File: config.mk
export PLATFORM = sky130hd
export DESIGN_NAME = param_download_ctrl_crc16_flat
export DESIGN_NICKNAME = d
export VERILOG_FILES = /design/src/pdc_pkg.sv /design/src/pdc_if.sv /design/src/param_download_ctrl_crc16.sv /design/src/pdc_front.sv /design/src/pdc_queue.sv /design/src/pdc_back.sv /design/src/flat_wrapper.sv
export SDC_FILE = /design/constraint.sdc
export NUM_CORES = 1
export LEC_CHECK = 0
export BUFFER_PORTS_ARGS = -buffer_cell sky130_fd_sc_hd__clkbuf_2
export CORE_MARGIN = 5
export CORE_UTILIZATION = 50
export DETAILED_ROUTE_END_ITERATION = 10
export GPL_TIMING_DRIVEN = 0
export HOLD_SLACK_MARGIN = 0.05
export MAX_ROUTING_LAYER = met4
export PLACE_DENSITY = 0.75
export SLEW_MARGIN = 20
export SYNTH_ARGS = -nofsm -noshare
export SYNTH_HDL_FRONTEND = slang
export SYNTH_SLANG_ARGS = --single-unit
File: constraint.sdc
create_clock -name clk_i -period 7.7 [get_ports clk_i]
set_input_delay 0.77 -clock clk_i [delete_from_list [all_inputs] [get_ports clk_i]]
set_output_delay 0.77 -clock clk_i [all_outputs]
set_load 0.05 [all_outputs]
File: src/pdc_pkg.sv
// Shared types, codes and helper functions of the parameter download controller.
package pdc_pkg;

  // Configuration port geometry and register indexes
  localparam int unsigned CFG_IDX_W  = 1;
  localparam int unsigned CFG_DATA_W = 16;
  localparam logic [CFG_IDX_W-1:0] CFG_ADDR_LIMIT = 1'd0;
  localparam logic [CFG_IDX_W-1:0] CFG_MAX_LEN    = 1'd1;

  localparam logic [15:0] ADDR_LIMIT_RST = 16'hFFFF;
  localparam logic [7:0]  MAX_LEN_RST    = 8'hFF;

  // Default depth of the queue between front and back
  localparam int unsigned QUEUE_DEPTH = 2;

  // CRC-16 constants
  localparam logic [15:0] CRC_INIT = 16'hFFFF;
  localparam logic [15:0] CRC_POLY = 16'hA001;

  // Raw input kind codes
  localparam logic [2:0] KIND_CODE_MODE  = 3'd0;
  localparam logic [2:0] KIND_CODE_CMD   = 3'd1;
  localparam logic [2:0] KIND_CODE_HDR   = 3'd2;
  localparam logic [2:0] KIND_CODE_DATA  = 3'd3;
  localparam logic [2:0] KIND_CODE_CHECK = 3'd4;
  localparam logic [2:0] KIND_CODE_MEM   = 3'd5;

  // Raw command codes
  localparam logic [7:0] OP_READ   = 8'd0;
  localparam logic [7:0] OP_WRITE  = 8'd1;
  localparam logic [7:0] OP_BACKUP = 8'd2;

  // Result codes
  localparam logic [3:0] RES_IDLE      = 4'd0;
  localparam logic [3:0] RES_READING   = 4'd1;
  localparam logic [3:0] RES_READ_OK   = 4'd2;
  localparam logic [3:0] RES_READ_FAIL = 4'd3;
  localparam logic [3:0] RES_AWAIT_WR  = 4'd4;
  localparam logic [3:0] RES_WRITE_OK  = 4'd5;
  localparam logic [3:0] RES_WRITE_FAIL = 4'd6;
  localparam logic [3:0] RES_BACKUP_OK = 4'd7;
  localparam logic [3:0] RES_BACKUP_FAIL = 4'd8;

  // Error codes
  localparam logic [2:0] ERR_NONE     = 3'd0;
  localparam logic [2:0] ERR_BAD_CMD  = 3'd1;
  localparam logic [2:0] ERR_NOT_CFG  = 3'd2;
  localparam logic [2:0] ERR_LIMITS   = 3'd3;
  localparam logic [2:0] ERR_MEMORY   = 3'd4;
  localparam logic [2:0] ERR_NOT_AWAIT = 3'd5;
  localparam logic [2:0] ERR_MISMATCH = 3'd6;

  // Memory request codes
  localparam logic [1:0] MREQ_NONE   = 2'd0;
  localparam logic [1:0] MREQ_READ   = 2'd1;
  localparam logic [1:0] MREQ_STORE  = 2'd2;
  localparam logic [1:0] MREQ_BACKUP = 2'd3;

  // Classified item kind; unused raw kinds fold into KIND_NONE
  typedef enum logic [2:0] {
    KIND_MODE,
    KIND_CMD,
    KIND_HDR,
    KIND_DATA,
    KIND_CHECK,
    KIND_MEM,
    KIND_NONE
  } kind_e;

  typedef enum logic [1:0] {
    CMD_READ,
    CMD_WRITE,
    CMD_BACKUP,
    CMD_BAD
  } cmd_e;

  // Live configuration registers
  typedef struct packed {
    logic [15:0] addr_limit;
    logic [7:0]  max_len;
  } cfg_t;

  // Classified item as it travels from front to back
  typedef struct packed {
    kind_e       kind;
    cmd_e        cmd;
    logic        mode_ok;
    logic        mode_val;
    logic        read_bad;
    logic        backup_bad;
    logic [15:0] start_addr;
    logic [7:0]  byte_count;
    logic [7:0]  data_byte;
    logic [15:0] rx_check;
    logic        mem_ok;
  } entry_t;

  // Fold one byte into the CRC, eight bit steps
  function automatic logic [15:0] crc_byte(input logic [15:0] crc, input logic [7:0] b);
    logic [15:0] c;
    c = crc ^ {8'h00, b};
    for (int k = 0; k < 8; k++) begin
      if (c[0]) begin
        c = c ^ CRC_POLY;
      end
      c = {1'b0, c[15:1]};
    end
    return c;
  endfunction

  // Transfer limit check: end address, length ceiling and zero length
  function automatic logic limits_bad(input logic [15:0] addr, input logic [7:0] len,
                                      input cfg_t cfg);
    logic [16:0] end_addr;
    end_addr = {1'b0, addr} + {9'd0, len};
    return (end_addr > {1'b0, cfg.addr_limit}) || (len > cfg.max_len) || (len == 8'd0);
  endfunction

endpackage

File: src/pdc_if.sv
// Input and result channel interfaces of the parameter download controller.
interface pdc_in_if;
  logic        valid;
  logic        ready;
  logic [2:0]  kind;
  logic [7:0]  mode_value;
  logic [7:0]  op;
  logic [15:0] start_addr;
  logic [7:0]  byte_count;
  logic [7:0]  data_byte;
  logic [15:0] rx_check;
  logic        mem_ok;

  modport source (
    output valid, kind, mode_value, op, start_addr, byte_count, data_byte, rx_check, mem_ok,
    input  ready
  );
  modport sink (
    input  valid, kind, mode_value, op, start_addr, byte_count, data_byte, rx_check, mem_ok,
    output ready
  );
endinterface

interface pdc_out_if;
  logic        valid;
  logic        ready;
  logic        mode_active;
  logic [3:0]  result_code;
  logic [2:0]  error_code;
  logic [15:0] crc_out;
  logic [1:0]  mem_request;
  logic [15:0] req_addr;
  logic [7:0]  req_len;

  modport source (
    output valid, mode_active, result_code, error_code, crc_out, mem_request, req_addr,
           req_len,
    input  ready
  );
  modport sink (
    input  valid, mode_active, result_code, error_code, crc_out, mem_request, req_addr,
           req_len,
    output ready
  );
endinterface

File: src/param_download_ctrl_crc16.sv
// Top level of the parameter download controller with CRC-16 check.
//
//   channel   dir   handshake       beat
//   in_ch     in    valid/ready     one command, header, data, check or outcome item
//   out_ch    out   valid/ready     one status result per input beat
//   cfg       in    cfg_we_i        one register write, no back-pressure
//
// One beat a cycle sustained while out_ch is not stalled: the front classifies a beat
// in its accept cycle, the back folds one byte into the CRC (eight bit steps) and
// updates state. An accepted beat is written into the queue, and the back registers
// its result when it pops it. The queue lets the input keep flowing for its depth
// while out_ch is stalled. Reset is asynchronous; in_ch is ready out of reset.
module param_download_ctrl_crc16 #(
  parameter int unsigned QueueDepth = pdc_pkg::QUEUE_DEPTH
) (
  input  logic                           clk_i,
  input  logic                           rst_ni,
  pdc_in_if.sink                         in_ch,
  pdc_out_if.source                      out_ch,
  input  logic                           cfg_we_i,
  input  logic [pdc_pkg::CFG_IDX_W-1:0]  cfg_idx_i,
  input  logic [pdc_pkg::CFG_DATA_W-1:0] cfg_data_i
);
  import pdc_pkg::*;

  cfg_t   cfg_q;
  logic   q_full;
  logic   push;
  entry_t push_entry;
  logic   pop;
  logic   head_valid;
  entry_t head_entry;

  // Hold the configuration registers
  always_ff @(posedge clk_i or negedge rst_ni) begin
    if (!rst_ni) begin
      cfg_q.addr_limit <= ADDR_LIMIT_RST;
      cfg_q.max_len    <= MAX_LEN_RST;
    end else if (cfg_we_i) begin
      unique case (cfg_idx_i)
        CFG_ADDR_LIMIT: cfg_q.addr_limit <= cfg_data_i;
        CFG_MAX_LEN:    cfg_q.max_len    <= cfg_data_i[7:0];
        default: begin
        end
      endcase
    end
  end

  pdc_front u_front (
    .in_ch    (in_ch),
    .cfg_i    (cfg_q),
    .q_full_i (q_full),
    .push_o   (push),
    .entry_o  (push_entry)
  );

  pdc_queue #(
    .Depth (QueueDepth)
  ) u_queue (
    .clk_i        (clk_i),
    .rst_ni       (rst_ni),
    .push_i       (push),
    .push_entry_i (push_entry),
    .full_o       (q_full),
    .pop_i        (pop),
    .head_valid_o (head_valid),
    .head_entry_o (head_entry)
  );

  pdc_back u_back (
    .clk_i        (clk_i),
    .rst_ni       (rst_ni),
    .cfg_i        (cfg_q),
    .head_valid_i (head_valid),
    .head_entry_i (head_entry),
    .pop_o        (pop),
    .out_ch       (out_ch)
  );

  // CRC is reported only with a successful read
  a_crc_only_read_ok: assert property (@(posedge clk_i) disable iff (!rst_ni)
    out_ch.valid && out_ch.result_code != RES_READ_OK |-> out_ch.crc_out == 16'h0000)
    else $error("crc_out nonzero outside read ok");

  // Without a request, address and length are zero
  a_no_req_zero: assert property (@(posedge clk_i) disable iff (!rst_ni)
    out_ch.valid && out_ch.mem_request == MREQ_NONE |->
      out_ch.req_addr == 16'h0000 && out_ch.req_len == 8'h00)
    else $error("request fields set without request");

  // Requests only issue in configure mode
  a_req_needs_mode: assert property (@(posedge clk_i) disable iff (!rst_ni)
    out_ch.valid && out_ch.mem_request != MREQ_NONE |-> out_ch.mode_active)
    else $error("memory request outside configure mode");

  // A store request leaves the block awaiting the write outcome
  a_store_await: assert property (@(posedge clk_i) disable iff (!rst_ni)
    out_ch.valid && out_ch.mem_request == MREQ_STORE |-> out_ch.result_code == RES_AWAIT_WR)
    else $error("store request with wrong result code");

  // Backup request carries no length and reports backup ok
  a_backup_len: assert property (@(posedge clk_i) disable iff (!rst_ni)
    out_ch.valid && out_ch.mem_request == MREQ_BACKUP |->
      out_ch.req_len == 8'h00 && out_ch.result_code == RES_BACKUP_OK)
    else $error("backup request malformed");

endmodule

File: src/pdc_front.sv
// Front end: accept input beats, classify them and precheck command limits.
module pdc_front (
  pdc_in_if.sink          in_ch,
  input  pdc_pkg::cfg_t   cfg_i,
  input  logic            q_full_i,
  output logic            push_o,
  output pdc_pkg::entry_t entry_o
);
  import pdc_pkg::*;

  // Take a beat whenever the queue has room
  assign in_ch.ready = !q_full_i;
  assign push_o      = in_ch.valid && !q_full_i;

  // Classify kind and command, precompute command checks
  always_comb begin
    entry_o = '0;
    unique case (in_ch.kind)
      KIND_CODE_MODE:  entry_o.kind = KIND_MODE;
      KIND_CODE_CMD:   entry_o.kind = KIND_CMD;
      KIND_CODE_HDR:   entry_o.kind = KIND_HDR;
      KIND_CODE_DATA:  entry_o.kind = KIND_DATA;
      KIND_CODE_CHECK: entry_o.kind = KIND_CHECK;
      KIND_CODE_MEM:   entry_o.kind = KIND_MEM;
      default:         entry_o.kind = KIND_NONE;
    endcase
    unique case (in_ch.op)
      OP_READ:   entry_o.cmd = CMD_READ;
      OP_WRITE:  entry_o.cmd = CMD_WRITE;
      OP_BACKUP: entry_o.cmd = CMD_BACKUP;
      default:   entry_o.cmd = CMD_BAD;
    endcase
    entry_o.mode_ok    = (in_ch.mode_value[7:1] == 7'd0);
    entry_o.mode_val   = in_ch.mode_value[0];
    entry_o.read_bad   = limits_bad(in_ch.start_addr, in_ch.byte_count, cfg_i);
    entry_o.backup_bad = (in_ch.start_addr >= cfg_i.addr_limit);
    entry_o.start_addr = in_ch.start_addr;
    entry_o.byte_count = in_ch.byte_count;
    entry_o.data_byte  = in_ch.data_byte;
    entry_o.rx_check   = in_ch.rx_check;
    entry_o.mem_ok     = in_ch.mem_ok;
  end

endmodule

File: src/pdc_queue.sv
// Short FIFO of classified items between front and back.
module pdc_queue #(
  parameter int unsigned Depth = pdc_pkg::QUEUE_DEPTH
) (
  input  logic            clk_i,
  input  logic            rst_ni,
  input  logic            push_i,
  input  pdc_pkg::entry_t push_entry_i,
  output logic            full_o,
  input  logic            pop_i,
  output logic            head_valid_o,
  output pdc_pkg::entry_t head_entry_o
);
  import pdc_pkg::*;

  localparam int unsigned PtrW = (Depth > 1) ? $clog2(Depth) : 1;
  localparam int unsigned CntW = $clog2(Depth + 1);
  localparam logic [PtrW-1:0] LastPtr = PtrW'(Depth - 1);
  localparam logic [CntW-1:0] DepthCnt = CntW'(Depth);

  entry_t          mem_q [Depth];
  logic [PtrW-1:0] wr_ptr_q, wr_ptr_d;
  logic [PtrW-1:0] rd_ptr_q, rd_ptr_d;
  logic [CntW-1:0] cnt_q, cnt_d;
  logic            do_push, do_pop;

  assign full_o       = (cnt_q == DepthCnt);
  assign head_valid_o = (cnt_q != '0);
  assign head_entry_o = mem_q[rd_ptr_q];
  assign do_push      = push_i && !full_o;
  assign do_pop       = pop_i && head_valid_o;

  // Advance pointers and occupancy
  always_comb begin
    wr_ptr_d = wr_ptr_q;
    rd_ptr_d = rd_ptr_q;
    cnt_d    = cnt_q;
    if (do_push) begin
      wr_ptr_d = (wr_ptr_q == LastPtr) ? '0 : wr_ptr_q + 1'b1;
    end
    if (do_pop) begin
      rd_ptr_d = (rd_ptr_q == LastPtr) ? '0 : rd_ptr_q + 1'b1;
    end
    if (do_push && !do_pop) begin
      cnt_d = cnt_q + 1'b1;
    end else if (do_pop && !do_push) begin
      cnt_d = cnt_q - 1'b1;
    end
  end

  always_ff @(posedge clk_i or negedge rst_ni) begin
    if (!rst_ni) begin
      wr_ptr_q <= '0;
      rd_ptr_q <= '0;
      cnt_q    <= '0;
    end else begin
      wr_ptr_q <= wr_ptr_d;
      rd_ptr_q <= rd_ptr_d;
      cnt_q    <= cnt_d;
    end
  end

  // Store the pushed beat
  always_ff @(posedge clk_i) begin
    if (do_push) begin
      mem_q[wr_ptr_q] <= push_entry_i;
    end
  end

endmodule

File: src/pdc_back.sv
// Back end: carry out classified items on the controller state, register results.
module pdc_back (
  input  logic            clk_i,
  input  logic            rst_ni,
  input  pdc_pkg::cfg_t   cfg_i,
  input  logic            head_valid_i,
  input  pdc_pkg::entry_t head_entry_i,
  output logic            pop_o,
  pdc_out_if.source       out_ch
);
  import pdc_pkg::*;

  logic        mode_q, mode_d;
  logic [3:0]  res_q, res_d;
  logic [2:0]  err_q, err_d;
  logic [15:0] crc_q, crc_d;
  logic [15:0] paddr_q, paddr_d;
  logic [7:0]  plen_q, plen_d;
  logic        passed_q, passed_d;
  logic [1:0]  req_d;
  logic [15:0] raddr_d;
  logic [7:0]  rlen_d;

  logic        ovalid_q;
  logic        omode_q;
  logic [3:0]  ores_q;
  logic [2:0]  oerr_q;
  logic [15:0] ocrc_q;
  logic [1:0]  oreq_q;
  logic [15:0] oaddr_q;
  logic [7:0]  olen_q;

  entry_t e;
  assign e = head_entry_i;

  // Pop when the result register is free or being drained
  assign pop_o = head_valid_i && (!ovalid_q || out_ch.ready);

  // Next controller state and memory request
  always_comb begin
    mode_d   = mode_q;
    res_d    = res_q;
    err_d    = err_q;
    crc_d    = crc_q;
    paddr_d  = paddr_q;
    plen_d   = plen_q;
    passed_d = passed_q;
    req_d    = MREQ_NONE;
    raddr_d  = '0;
    rlen_d   = '0;
    unique case (e.kind) inside
      KIND_MODE: begin
        if (e.mode_ok) begin
          mode_d = e.mode_val;
          err_d  = ERR_NONE;
        end else begin
          err_d = ERR_BAD_CMD;
        end
      end
      KIND_CMD: begin
        if (!mode_q) begin
          err_d = ERR_NOT_CFG;
        end else begin
          unique case (e.cmd)
            CMD_READ: begin
              if (e.read_bad) begin
                res_d = RES_READ_FAIL;
                err_d = ERR_LIMITS;
              end else begin
                res_d    = RES_READING;
                crc_d    = CRC_INIT;
                paddr_d  = e.start_addr;
                plen_d   = e.byte_count;
                passed_d = 1'b0;
                req_d    = MREQ_READ;
                raddr_d  = e.start_addr;
                rlen_d   = e.byte_count;
              end
            end
            CMD_WRITE: begin
              res_d    = RES_AWAIT_WR;
              err_d    = ERR_NONE;
              paddr_d  = '0;
              plen_d   = '0;
              passed_d = 1'b0;
              crc_d    = CRC_INIT;
            end
            CMD_BACKUP: begin
              if (e.backup_bad) begin
                res_d = RES_BACKUP_FAIL;
                err_d = ERR_LIMITS;
              end else begin
                res_d   = RES_BACKUP_OK;
                err_d   = ERR_NONE;
                req_d   = MREQ_BACKUP;
                raddr_d = e.start_addr;
              end
            end
            default: begin
              res_d = RES_IDLE;
              err_d = ERR_BAD_CMD;
            end
          endcase
        end
      end
      KIND_HDR, KIND_CHECK: begin
        if (!mode_q) begin
          err_d = ERR_NOT_CFG;
        end else if (res_q != RES_AWAIT_WR || passed_q) begin
          err_d = ERR_NOT_AWAIT;
        end else if (e.kind == KIND_HDR) begin
          paddr_d = e.start_addr;
          plen_d  = e.byte_count;
          crc_d   = CRC_INIT;
        end else if (limits_bad(paddr_q, plen_q, cfg_i)) begin
          res_d = RES_WRITE_FAIL;
          err_d = ERR_LIMITS;
        end else if (crc_q != e.rx_check) begin
          res_d = RES_WRITE_FAIL;
          err_d = ERR_MISMATCH;
        end else begin
          passed_d = 1'b1;
          req_d    = MREQ_STORE;
          raddr_d  = paddr_q;
          rlen_d   = plen_q;
        end
      end
      KIND_DATA: begin
        if (mode_q && (res_q == RES_READING || (res_q == RES_AWAIT_WR && !passed_q))) begin
          crc_d = crc_byte(crc_q, e.data_byte);
        end
      end
      KIND_MEM: begin
        if (res_q == RES_READING) begin
          res_d = e.mem_ok ? RES_READ_OK : RES_READ_FAIL;
          err_d = e.mem_ok ? ERR_NONE : ERR_MEMORY;
        end else if (res_q == RES_AWAIT_WR && passed_q) begin
          res_d    = e.mem_ok ? RES_WRITE_OK : RES_WRITE_FAIL;
          err_d    = e.mem_ok ? ERR_NONE : ERR_MEMORY;
          passed_d = 1'b0;
        end
      end
      default: begin
      end
    endcase
  end

  // Controller state and result handshake
  always_ff @(posedge clk_i or negedge rst_ni) begin
    if (!rst_ni) begin
      mode_q   <= 1'b0;
      res_q    <= RES_IDLE;
      err_q    <= ERR_NONE;
      crc_q    <= CRC_INIT;
      paddr_q  <= '0;
      plen_q   <= '0;
      passed_q <= 1'b0;
      ovalid_q <= 1'b0;
    end else begin
      if (pop_o) begin
        mode_q   <= mode_d;
        res_q    <= res_d;
        err_q    <= err_d;
        crc_q    <= crc_d;
        paddr_q  <= paddr_d;
        plen_q   <= plen_d;
        passed_q <= passed_d;
        ovalid_q <= 1'b1;
      end else if (out_ch.ready) begin
        ovalid_q <= 1'b0;
      end
    end
  end

  // Load the result payload
  always_ff @(posedge clk_i) begin
    if (pop_o) begin
      omode_q <= mode_d;
      ores_q  <= res_d;
      oerr_q  <= err_d;
      ocrc_q  <= (res_d == RES_READ_OK) ? crc_d : 16'h0000;
      oreq_q  <= req_d;
      oaddr_q <= raddr_d;
      olen_q  <= rlen_d;
    end
  end

  assign out_ch.valid       = ovalid_q;
  assign out_ch.mode_active = omode_q;
  assign out_ch.result_code = ores_q;
  assign out_ch.error_code  = oerr_q;
  assign out_ch.crc_out     = ocrc_q;
  assign out_ch.mem_request = oreq_q;
  assign out_ch.req_addr    = oaddr_q;
  assign out_ch.req_len     = olen_q;

endmodule

File: src/flat_wrapper.sv
// flat-port wrapper written by rule: the top's interface ports become plain ports
module param_download_ctrl_crc16_flat import pdc_pkg::*;
#(
  parameter int unsigned QueueDepth = pdc_pkg::QUEUE_DEPTH
)
  (clk_i, rst_ni, cfg_we_i, cfg_idx_i, cfg_data_i, in_ch_valid, in_ch_kind, in_ch_mode_value, in_ch_op, in_ch_start_addr, in_ch_byte_count, in_ch_data_byte, in_ch_rx_check, in_ch_mem_ok, in_ch_ready, out_ch_valid, out_ch_mode_active, out_ch_result_code, out_ch_error_code, out_ch_crc_out, out_ch_mem_request, out_ch_req_addr, out_ch_req_len, out_ch_ready);
  pdc_in_if in_ch_i ();
  pdc_out_if out_ch_i ();
  input  logic clk_i;
  input  logic rst_ni;
  input  logic cfg_we_i;
  input  logic [pdc_pkg::CFG_IDX_W-1:0] cfg_idx_i;
  input  logic [pdc_pkg::CFG_DATA_W-1:0] cfg_data_i;
  input wire logic [$bits(in_ch_i.valid)-1:0] in_ch_valid;
  input wire logic [$bits(in_ch_i.kind)-1:0] in_ch_kind;
  input wire logic [$bits(in_ch_i.mode_value)-1:0] in_ch_mode_value;
  input wire logic [$bits(in_ch_i.op)-1:0] in_ch_op;
  input wire logic [$bits(in_ch_i.start_addr)-1:0] in_ch_start_addr;
  input wire logic [$bits(in_ch_i.byte_count)-1:0] in_ch_byte_count;
  input wire logic [$bits(in_ch_i.data_byte)-1:0] in_ch_data_byte;
  input wire logic [$bits(in_ch_i.rx_check)-1:0] in_ch_rx_check;
  input wire logic [$bits(in_ch_i.mem_ok)-1:0] in_ch_mem_ok;
  output wire logic [$bits(in_ch_i.ready)-1:0] in_ch_ready;
  output wire logic [$bits(out_ch_i.valid)-1:0] out_ch_valid;
  output wire logic [$bits(out_ch_i.mode_active)-1:0] out_ch_mode_active;
  output wire logic [$bits(out_ch_i.result_code)-1:0] out_ch_result_code;
  output wire logic [$bits(out_ch_i.error_code)-1:0] out_ch_error_code;
  output wire logic [$bits(out_ch_i.crc_out)-1:0] out_ch_crc_out;
  output wire logic [$bits(out_ch_i.mem_request)-1:0] out_ch_mem_request;
  output wire logic [$bits(out_ch_i.req_addr)-1:0] out_ch_req_addr;
  output wire logic [$bits(out_ch_i.req_len)-1:0] out_ch_req_len;
  input wire logic [$bits(out_ch_i.ready)-1:0] out_ch_ready;
  assign in_ch_i.valid = in_ch_valid;
  assign in_ch_i.kind = in_ch_kind;
  assign in_ch_i.mode_value = in_ch_mode_value;
  assign in_ch_i.op = in_ch_op;
  assign in_ch_i.start_addr = in_ch_start_addr;
  assign in_ch_i.byte_count = in_ch_byte_count;
  assign in_ch_i.data_byte = in_ch_data_byte;
  assign in_ch_i.rx_check = in_ch_rx_check;
  assign in_ch_i.mem_ok = in_ch_mem_ok;
  assign in_ch_ready = in_ch_i.ready;
  assign out_ch_valid = out_ch_i.valid;
  assign out_ch_mode_active = out_ch_i.mode_active;
  assign out_ch_result_code = out_ch_i.result_code;
  assign out_ch_error_code = out_ch_i.error_code;
  assign out_ch_crc_out = out_ch_i.crc_out;
  assign out_ch_mem_request = out_ch_i.mem_request;
  assign out_ch_req_addr = out_ch_i.req_addr;
  assign out_ch_req_len = out_ch_i.req_len;
  assign out_ch_i.ready = out_ch_ready;
  param_download_ctrl_crc16 #(.QueueDepth(QueueDepth)) u_core (.clk_i(clk_i), .rst_ni(rst_ni), .in_ch(in_ch_i), .out_ch(out_ch_i), .cfg_we_i(cfg_we_i), .cfg_idx_i(cfg_idx_i), .cfg_data_i(cfg_data_i));
endmodule
==> flow_summary.ini <==
[status]
status = completed

[grt]
grt.overflow.total = 0
grt_pass1_wl_um = 48470
grt_pass1_vias = 9272
grt_usage_pct = 21.49
grt_max_degree = 57
antenna_found_initial = 0

[yosys]
avgSynthCellArea_um2 = 12.19
yosysSeqAreaShare_pct = 54.09
netlist.area_leader.share_pct = 38.59
syn-instance-count = 1060
synth_area_leaders = edfxtp_1 39%, dfstp_2 8.1%, ha_1 7.8%
yosys_most_used_dff = edfxtp_1
syn_nets = 1233
synth_area_leader_cell = edfxtp_1
async_flop_share_pct = 31.97
yosysWarnings = 0
synth_area_um2 = 12920
synth_enable_flop_cells = 166
synthDistinctLibCells = 76
synth-seq-cells = 244

[worst_setup_path]
critPathBufInv = 2
required_ns = 8.02
path_common_cell = ha_1
critPathKind = reg -> reg
max_stage_delay_ns = 0.49
end_kind = register
worst-path-max-fanout = 10
crit_slowest_cell = nor3_4
worstPathArrival_ns = 5.33
cp_cell_sequence = ha_1 > inv_1 > fa_1 > nor2b_1 > o31a_1 > o21ai_1 > and2_1 > a21oi_1 > nand3_1 > xnor2_1 > ha_1 > nand4_1 > nor3_1 > nand2_1 > a211o_1 > nor3_4 > buf_4 > o2bb2ai_1
start_kind = register
crit_family = simple AND/OR/NAND/NOR gates

[detailed_routing]
vias = 9155
wire_per_inst_um = 19.24
drtIter0Drc = 594
drcViolationCount = 0
ant_nets = 0
first_pass_iters = 5
routed_wirelength_um = 30470
vias_per_cell = 5.780

[timing]
fmax_mhz = 199.7
final.setup_skew_ns = 0.02162
slew_violations = 0
finalSetupViolCount = 0
hold_violations = 0
fin_crit_ns = 5.007
tightest_slew_ns = 0.9807
rsz0062_at_grt = false
relSlewSlack_pct = 34.55
tns_ns = 0
finalCritPeriodShare_pct = 65.03

[floorplan]
coreArea_um2 = 25330
chipHeight_um = 170.7
ioPinCount = 142
start_util_pct = 51.00
die_area_um2 = 29150
die_w_um = 170.7
rows = 58

[placed_design]
port_buffers = 141
dpl_cell_area_um2 = 14180
dp.final_hpwl_um = 23160
gp_congestion = 0.9133

[layout]
seq_area_um2 = 6987
drive_above_1_share_pct = 22.41
multi_input_area_um2 = 5564
utilization_pct = 59.12
diodes = 0
areaGrowthSynthToFinish_pct = 15.91
postLayoutCellArea_um2 = 14970
num-nets-final = 1407
num-fill-cells = 2026

[min_path]
worstHoldPathType = in -> async

[clock_tree]
cts_resized = 0
cts_tree = built
clk_pin_slew_ns = 0.06
clk_latency_ns = 0.54
numCtsBuffers = 26
cts.sinks = 244
h-tree-depth = 1
clockBufferDepth = 3
holdBufCountCts = 0
postCtsSetupRepairBufs = 0
cts_root_buf = clkbuf_16

[power_and_ir_drop]
power_leakage_uw = 0.006093
power_density_nw_per_um2 = 390.8
vdd_drop_max_mv = 0.2592

[job]
maxCapViolCount = 0
-- metrics by stage --
stage,hold slack (ns),total power (uW),cells,worst slack (ns)
after CTS,0.2039,5879,1584,2.727
final,0.2111,5851,1584,2.693
after floorplan,0.4608,4006,1060,3.706
after detailed placement,0.4916,4697,1536,2.751
after global placement,0.4760,4599,1531,2.208
after global routing,0.2260,6193,1584,2.467
-- logic make-up (layout without fill, tap and decap cells) --
| family | Yosys count | in the layout | synth area share, % |
|---|---|---|---|
| and+or+nand+nor | 254 | 254 | 10.34 |
| DFF | 244 | 244 | 54.09 |
| AOI/OAI and AO/OA | 230 | 230 | 12.03 |
| muxes | 97 | 97 | 7.972 |
| buffers and inverters | 86 | 280 | 2.935 |
| adders and majority gates | 83 | 83 | 8.156 |
| xor gates and xnor gates | 66 | 66 | 4.475 |
-- Yosys cell counts (7+ instances only) --
cell	count
a21o_1	17
a21oi_1	46
and2_1	7
buf_2	9
clkbuf_1	18
dfrtp_1	38
dfstp_2	40
edfxtp_1	166
ha_1	81
inv_1	51
mux2_1	20
mux2_2	14
mux2i_1	61
nand2_1	74
nand2b_1	8
nand3_1	13
nand4_1	16
nor2_1	68
nor2b_1	9
nor3_1	12
nor4_1	8
o21ai_0	51
o21ai_1	11
o22a_1	11
o22ai_1	8
o2bb2ai_1	25
xnor2_1	42
xor2_1	24
-- area by class of cell --
class | count | area share (%)
clock buffers | 36 | 4.596
flip-flops and latches | 244 | 46.66
well taps | 330 | 2.758
plain buffers | 35 | 1.279
repair buffers | 146 | 5.599
inverters | 51 | 1.279
clock inverters | 12 | 0.6685
multi-input cells | 730 | 37.16
-- power breakdown --
part	leakage, uW	total (uW)	switching, uW	internal, uW
clock network	0.000374	1160	503	659
logic	0.00326	2550	1620	929
registers	0.00246	2140	248	1890
-- worst paths after layout --
check / from / to / slack (ns) / depth (start not counted)
worst max-delay path: u_core.u_back.paddr_q[0]$_DFFE_PN0P_ / u_core.u_back.out_ch.req_addr[5]$_DFFE_PP_ / 2.69 / 18
worst min-delay path: rst_ni / u_core.u_back.paddr_q[8]$_DFFE_PN0P_ / 0.21 / 1
worst max register to register: u_core.u_back.paddr_q[0]$_DFFE_PN0P_ / u_core.u_back.out_ch.req_addr[5]$_DFFE_PP_ / 2.69 / 18
worst min register to register: u_core.u_back.out_ch.valid$_DFFE_PN0P_ / u_core.u_back.out_ch.valid$_DFFE_PN0P_ / 0.50 / 2
max in group asynchronous: rst_ni / u_core.u_back.crc_q[14]$_DFFE_PN1P_ / 6.84 / 2
min in group clk_i: in_ch_rx_check[7] / u_core.u_queue.mem_q[0][8]$_DFFE_PP_ / 0.42 / 1
-- metal layers --
layer	GRT usage (%)	up-vias	wire length [um]
met2	35.90	337	14780
met3	2.726	74	1866
met5	-	-	0
li1	-	4309	-
met4	6.910	0	1088
met1	27.49	4435	12740
-- placed cells by master, fill, tap and decap left out, types with 27 or more instances in the layout --
master	count
a21oi_1	46
clkbuf_1	27
clkbuf_2	140
dfrtp_1	38
dfstp_2	40
edfxtp_1	166
ha_1	81
inv_1	51
mux2i_1	61
nand2_1	74
nor2_1	67
o21ai_0	51
xnor2_1	42
-- sequential cells by signal, indices dropped and copies added (netlist names), 3 cells and up --
name and flops:
u_core.u_back.res_q 4, u_core.u_back.out_ch.req_len 8, u_core.u_back.plen_q 8, u_core.u_back.out_ch.crc_out 16, u_core.u_back.out_ch.req_addr 16, u_core.cfg_q 24
u_core.u_back.err_q 3, u_core.u_back.crc_q 16, u_core.u_back.paddr_q 16, u_core.u_back.out_ch.result_code 4, u_core.u_back.out_ch.error_code 3, u_core.u_queue.mem_q 116
-- worst register-to-register path, delay by kind of cell (launching register included) --
kind | cells | cell delay (ns)
XOR/XNOR | 1 | 0.17
buffers and inverters | 2 | 0.35
flip-flops | 1 | 0.38
AO/OA/AOI/OAI | 5 | 1.24
adder cells (fa/ha/maj) | 3 | 0.96
AND/OR/NAND/NOR | 7 | 1.70
Power figures use the tool's default switching activity.
